`config.mk`:
```
export PLATFORM = sky130hd
export DESIGN_NAME = fmt_beta_div
export DESIGN_NICKNAME = d
export VERILOG_FILES = /design/src/hdl/fmt_pkg.sv /design/src/hdl/fmt_beta_div.sv
export SDC_FILE = /design/constraint.sdc
export NUM_CORES = 1
export LEC_CHECK = 0
export BUFFER_PORTS_ARGS = -buffer_cell sky130_fd_sc_hd__buf_2
export CAP_MARGIN = 20
export CELL_PAD_IN_SITES_DETAIL_PLACEMENT = 1
export CELL_PAD_IN_SITES_GLOBAL_PLACEMENT = 1
export CORE_ASPECT_RATIO = 0.6
export CORE_MARGIN = 2
export CORE_UTILIZATION = 35
export CTS_CLUSTER_DIAMETER = 60
export DETAILED_ROUTE_END_ITERATION = 8
export PLACE_DENSITY_LB_ADDON = 0.08
export SYNTH_ARGS = -nofsm -noshare
export SYNTH_HDL_FRONTEND = slang
export SYNTH_SLANG_ARGS = --single-unit
```
`constraint.sdc`:
```
create_clock -name clk -period 3.6 [get_ports clk]
set_clock_uncertainty 0.05 [all_clocks]
set_input_delay 0.54 -clock clk [delete_from_list [all_inputs] [get_ports clk]]
set_output_delay 0.54 -clock clk [all_outputs]
set_load 0.03 [all_outputs]
```
`src/hdl/fmt_pkg.sv`:
```
// Shared constants and the sine table builder for the FM test tone generator.
`timescale 1ns / 1ps
`default_nettype none

package fmt_pkg;

    // Defaults for the top-level parameters
    localparam int SAMPLE_RATE_HZ_DEF   = 48000;
    localparam int SINE_TABLE_DEPTH_DEF = 1024;
    localparam int INDEX_BITS_DEF       = 16;

    // Configuration register indexes
    typedef enum logic [1:0] {
        CFG_CARRIER   = 2'd0,
        CFG_MOD       = 2'd1,
        CFG_DEVIATION = 2'd2
    } cfg_index_t;

    localparam logic [14:0] CARRIER_RESET   = 15'd1000;
    localparam logic [14:0] MOD_RESET       = 15'd100;
    localparam logic [6:0]  DEVIATION_RESET = 7'd10;

    // Modulation index: floor(fc*dev*2^16 / (200*fm)), Q8.16, saturating
    localparam int          BETA_NUM_W = 38;
    localparam int          BETA_DEN_W = 23;
    localparam int          BETA_W     = 24;
    localparam logic [7:0]  BETA_SCALE = 8'd200;
    localparam logic [23:0] BETA_MAX   = 24'hFF_FFFF;

    localparam logic [30:0] INV_PI_Q32 = 31'h517C_C1B7;
    localparam logic [14:0] FULL_SCALE = 15'h7FFF;

    localparam logic [63:0] HALF_PI_Q30 = 64'h6487_ED51;
    localparam logic [63:0] TAYLOR_DIV [1:8] = '{64'd6, 64'd20, 64'd42, 64'd72,
                                                 64'd110, 64'd156, 64'd210, 64'd272};

    // One quarter-wave entry from a Q30 angle, integer Taylor series, Q0.15
    function automatic logic [14:0] sine_entry(input logic [63:0] x);
        logic [63:0]        x2;
        logic [63:0]        term;
        logic [63:0]        v;
        logic signed [63:0] sum;
        x2   = (x * x) >> 30;
        term = x;
        sum  = signed'(x);
        for (int k = 1; k <= 8; k++)
        begin
            term = ((term * x2) >> 30) / TAYLOR_DIV[k];
            if ((k & 1) == 1)
                sum = sum - signed'(term);
            else
                sum = sum + signed'(term);
        end
        if (sum < 0)
            sum = '0;
        v = ((unsigned'(sum) << 15) + (64'd1 << 29)) >> 30;
        if (v > 64'(FULL_SCALE))
            v = 64'(FULL_SCALE);
        return v[14:0];
    endfunction

endpackage

`default_nettype wire

```
`src/hdl/fmt_beta_div.sv`:
```
// Iterative restoring divider that forms the saturated modulation index.
`timescale 1ns / 1ps
`default_nettype none

module fmt_beta_div
(
    input  wire logic                              clk,
    input  wire logic                              rst_n,
    input  wire logic                              start,
    input  wire logic [fmt_pkg::BETA_NUM_W-1:0]    num,
    input  wire logic [fmt_pkg::BETA_DEN_W-1:0]    den,
    output logic                                   busy,
    output logic [fmt_pkg::BETA_W-1:0]             beta
);

    localparam int NW = fmt_pkg::BETA_NUM_W;
    localparam int DW = fmt_pkg::BETA_DEN_W;
    localparam int QW = fmt_pkg::BETA_W;
    localparam int CW = $clog2(NW + 1);

    logic          busy_reg;
    logic [CW-1:0] cnt_reg;
    logic [NW-1:0] num_reg;
    logic [DW-1:0] den_reg;
    logic [DW-1:0] rem_reg;
    logic [QW-1:0] q_reg;
    logic          ovf_reg;

    logic [DW:0]   trial;
    logic          ge;
    logic [DW:0]   diff;

    always_comb
    begin
        trial = {rem_reg, num_reg[NW-1]};
        ge    = (trial >= {1'b0, den_reg});
        diff  = trial - {1'b0, den_reg};
    end

    always_ff @(posedge clk or negedge rst_n)
    begin
        if (!rst_n)
        begin
            busy_reg <= 1'b0;
            cnt_reg  <= '0;
        end
        else if (start)
        begin
            busy_reg <= 1'b1;
            cnt_reg  <= CW'(NW);
        end
        else if (busy_reg)
        begin
            cnt_reg <= cnt_reg - 1'b1;
            if (cnt_reg == CW'(1))
                busy_reg <= 1'b0;
        end
    end

    always_ff @(posedge clk)
    begin
        if (start)
        begin
            num_reg <= num;
            den_reg <= den;
            rem_reg <= '0;
            q_reg   <= '0;
            ovf_reg <= 1'b0;
        end
        else if (busy_reg)
        begin
            num_reg <= {num_reg[NW-2:0], 1'b0};
            rem_reg <= ge ? diff[DW-1:0] : trial[DW-1:0];
            q_reg   <= {q_reg[QW-2:0], ge};
            // any bit pushed past the top means saturation
            ovf_reg <= ovf_reg | q_reg[QW-1];
        end
    end

    assign busy = busy_reg;
    assign beta = ovf_reg ? fmt_pkg::BETA_MAX : q_reg;

endmodule

`default_nettype wire

```
==> Yosys cells after proc, flatten, opt, wreduce, memory -nomap -nowiden <==
Index checks and enable logic that the tools add are counted.
W data, S select, Z words.
{ "totals": {"input_bits": 64, "word_cells": 22, "ff_bits": 116, "output_inout_bits": 25} }
{ "classes": {"bitwise_logic": 1, "n_reduce_logical": 1, "mux": 9, "add_sub_neg": 2, "n_eq_ne": 1, "magnitude_cmp": 1} }
{ "op_table": {"columns": ["operator", "n"], "rows": [
  ["$mux W38", 2],
  ["$ge A24 B23 Y1", 1],
  ["$mux W24", 1],
  ["$mux W23", 1],
  ["$sub A23 B23 Y23", 1],
  ["$mux W6", 2],
  ["$eq A6 B1 Y1 const B", 1],
  ["$sub A6 B1 Y6 const B", 1],
  ["$mux W1", 3],
  ["$reduce_bool A2 Y1", 1],
  ["$or A1 B1 Y1", 1]
]} }

==> Logic depth before layout (Yosys ltp) <==
{ "logic_depth": {"ltp_word": 4, "depth_mapped": 12, "ltp_nobuf": 11} }

==> Worst setup path before layout <==
Ideal clock, no wire load.
{ "synth_path": {"path_kind": "flip-flop to flip-flop", "startpoint": "register num_reg[37]", "endpoint": "register rem_reg[22]", "required_time_ps": 3471, "path_slack_ps": 976, "setup_ps": 79, "n_path_buf": 0, "t_arrival_ps": 2495, "period_less_slack_ps": 2624, "stages_incl_launch_ff": 12, "path_cell_list": "edfxtp_1 -> inv_1 -> ha_1 -> fa_1 -> nor2b_4 -> o31a_1 -> o31ai_4 -> and3_1 -> o31ai_2 -> or4b_1 -> a31o_1 -> a211oi_2"} }
{ "synth_via": {"elab_chain_cells": 2, "elab_cells_between_ends": 3, "classes_between": "add/sub: 1; order compare: 1; mux: 1"} }
{ "synth_rtl": {"columns": ["element", "line", "rtl"], "rows": [
  ["start, declared", "fmt_beta_div.sv:23", "logic [NW-1:0] num_reg;"],
  ["start signal, assigned", "fmt_beta_div.sv:64", "num_reg <= num;"],
  ["start signal, assigned", "fmt_beta_div.sv:72", "num_reg <= {num_reg[NW-2:0], 1'b0};"],
  ["$sub A23 B23 Y23 / $ge A24 B23 Y1 (equally long branches)", "fmt_beta_div.sv:37, fmt_beta_div.sv:36", null],
  ["$mux W23 *", "fmt_beta_div.sv:73", "rem_reg <= ge ? diff[DW-1:0] : trial[DW-1:0];"],
  ["end signal, assigned", "fmt_beta_div.sv:73", null],
  ["end, declared", "fmt_beta_div.sv:25", "logic [DW-1:0] rem_reg;"]
]} }
Mark *: on every way between the ends. The rest lies on a longest branch, timed or not.
A chain may end at the register's enable or synchronous reset.

==> Worst setup path in the final report <==
Same ends and word-level chain as after synthesis.

==> flow_metrics.env <==
export IMPL_ctsHoldBuffers=1
export IMPL_yosysSeqAreaShare_pct=50.1
export IMPL_num_rows=36
export IMPL_clock_latency_ps=420
export IMPL_num_vias=4253
export IMPL_wl_met1_um=7790
export IMPL_wl_met2_um=5500
export IMPL_cts_resized=0
export IMPL_die_w_um=172
export IMPL_core_area_um2=16400
export IMPL_vdd_drop_max_mv=0.300
export IMPL_grt_pass1_vias=4332
export IMPL_placed_cells_incl_taps=836
export IMPL_synthesis_area_um2=5930
export IMPL_via_per_inst=4.89
export IMPL_cts_tree="yes"
export IMPL_cts_buffer_depth=2
export IMPL_cts_buffers=17
export IMPL_grt_use_total_pct=16.3
export IMPL_dieArea_um2=18000
export IMPL_drc=0
export IMPL_yosys_warnings=0
export IMPL_multi_input_comb_area_um2=2730
export IMPL_synthFlopType="edfxtp_1"
export IMPL_cts_max_level=4
export IMPL_status="finished, final reports clean"
export IMPL_cts_root_buf="clkbuf_16"
export IMPL_seq_area_um2=2970
export IMPL_ioPinCount=89
export IMPL_ys_ff_latch=116
export IMPL_hpwlAfterDp_um=9640
export IMPL_fmax_ghz=0.337
export IMPL_async_flop_share_pct=6.03
export IMPL_critPathArrivalTime_ps=3260
export IMPL_timing_final_ws_setup_ps=629
export IMPL_rsz0062_at_grt="false"
export IMPL_grt_first_pass_wirelength_um=22800
export IMPL_power_density_nw_per_um2=475
export IMPL_wl_um=14100
export IMPL_finalHoldViolations=0
export IMPL_numPortBuffers=88
export IMPL_tns_ps=0
export IMPL_largest_reg_flops=38
export IMPL_period_share_pct=82.5
export IMPL_routed_top_layer="met5"
export IMPL_avgSynthCellArea_um2=11.0
export IMPL_drive_gt1_share_pct=31.7
export IMPL_drtIter0Drc=231
export IMPL_drt_first_pass_iters=4
export IMPL_hp_class="in2reg"
export IMPL_syn_nets=628
export IMPL_drv_slew=0
export IMPL_fp_dieH_um=105
export IMPL_synth_edff_count=61
export IMPL_setup_viol=0
export IMPL_cts_sinks=116
export IMPL_grt_max_degree=121
export IMPL_nets=718
export IMPL_drv_cap=0
export IMPL_cp_max_fo=3
export IMPL_fill_cells=1834
export IMPL_instances_no_fill=870
export IMPL_postCtsSetupRepairBufs=0
export IMPL_max_slew_margin_pct=40.2
export IMPL_syn_inst=538
export IMPL_dp_slack_ps=677
export IMPL_p_leak_uw=0.00335
export IMPL_syn_to_final_growth_pct=21.3
export IMPL_start_kind="flop"
export IMPL_gp_congestion=0.824
export IMPL_antenna_found_initial=3
export IMPL_finalPower_uw=3420
export IMPL_initial_core_util_pct=36.2
export IMPL_overflow=0
export IMPL_fin_crit_ps=2970
export IMPL_ant_nets=0
export IMPL_crit_path_end_kind="flop"
export IMPL_synth_cell_types=61
export IMPL_wl_met3_um=679
export IMPL_worstSetupPathType="reg2reg"
export IMPL_clk_pin_slew_worst_paths_ps=60
export IMPL_wire_per_inst_um=16.3
export IMPL_worst_slew_pin_slew_ps=898
export IMPL_fin_hold_ws_ps=243
export IMPL_critPathRequiredTime_ps=3890
[cells by family after synthesis]
kind of cell / after synthesis / synth area share, %
and+or+nand+nor: 155 / 13.3
xor gates and xnor gates: 19 / 2.81
buffers and inverters: 56 / 3.86
adders and majority gates: 26 / 5.61
muxes: 69 / 12.5
DFF: 116 / 50.1
AOI/OAI and AO/OA: 97 / 11.9
[path summary, 6_finish.rpt]
path / from / to / slack, ps / cells after the start
worst max-delay path: num_reg[37] / rem_reg[22] / 630 / 11
worst min-delay path: den[3] / den_reg[3] / 240 / 1
worst max register to register: num_reg[37] / rem_reg[22] / 630 / 11
worst min register to register: rem_reg[11] / rem_reg[11] / 460 / 2
max in group asynchronous: rst_n / busy / 2880 / 2
min in group asynchronous: rst_n / cnt_reg[4] / 440 / 2
[final cells by class]
class	instances	area share, %
Timing Repair Buffer	95	7.10
Clock inverter	15	2.05
Multi-Input combinational cell	366	38.0
Inverter	32	1.67
Sequential cell	116	41.3
Clock buffer	17	5.92
Tap cell	228	3.97
Antenna cell	1	0.0348
[synth_stat cells, drive strengths merged, types with 4 or more instances]
cell type | number | area share, %
a211oi | 19 | 2.6
a21o | 8 | 1.0
a21oi | 29 | 2.5
a31o | 4 | 0.59
and2 | 4 | 0.42
and3 | 6 | 0.63
buf | 6 | 0.70
clkbuf | 18 | 1.1
dfrtp | 7 | 3.0
dfxtp | 48 | 16
edfxtp | 61 | 31
ha | 25 | 5.3
inv | 32 | 2.0
mux2 | 38 | 7.2
mux2i | 31 | 5.2
nand2 | 16 | 1.0
nand2b | 5 | 0.53
nand3 | 5 | 0.42
nand4 | 5 | 0.53
nand4b | 4 | 0.59
nor2 | 63 | 4.0
nor3 | 8 | 0.68
o21ai | 12 | 1.1
o31ai | 4 | 1.1
or2 | 27 | 2.8
xnor2 | 8 | 1.2
xor2 | 11 | 1.6
[layout by cell type, fill, tap and decap left out, drive strengths merged, types with 4 or more instances in the layout]
| cell | instances |
|---|---|
| buf | 94 |
| nor2 | 63 |
| edfxtp | 61 |
| dfxtp | 48 |
| mux2 | 38 |
| inv | 37 |
| mux2i | 31 |
| a21oi | 29 |
| or2 | 27 |
| ha | 25 |
| a211oi | 19 |
| clkbuf | 17 |
| nand2 | 16 |
| o21ai | 12 |
| xor2 | 11 |
| a21o | 8 |
| nor3 | 8 |
| xnor2 | 8 |
| dfrtp | 7 |
| and3 | 6 |
| nand4 | 5 |
| nand3 | 5 |
| nand2b | 5 |
| clkinv | 5 |
| and2 | 4 |
| nand4b | 4 |
| clkinvlp | 4 |
| o31ai | 4 |
| a31o | 4 |
[layer usage]
layer  GRT usage, %  up-vias
met1           24.6     2024
met5              0        -
met2           21.4       69
li1               -     2140
met4           5.76        4
met3           5.15       16
[through the flow]
| stage | util (%) | instance area, µm² |
|---|---|---|
| after detailed placement | 40.3 | 6610 |
| after floorplan | - | 5930 |
| after global routing | 43.8 | 7190 |
| after CTS | 43.8 | 7190 |
| after global placement | 40.3 | 6610 |
| final | 43.9 | 7190 |
[power by group]
group          leakage, µW  internal [µW]  switching [µW]
clock             0.000269            964             691
combinational      0.00199            127             133
sequential         0.00109           1470            26.4
total              0.00335           2560             851
[worst max-delay path: stages (launching register included)]
cell	delay (ps)
edfxtp_1	400
inv_1	70
ha_1	180
fa_1	250
nor2b_4	60
o31a_1	300
o31ai_4	270
and3_1	270
o31ai_2	120
or4b_1	530
a31o_1	230
a211oi_2	160
(Power assumes the default switching activity.)
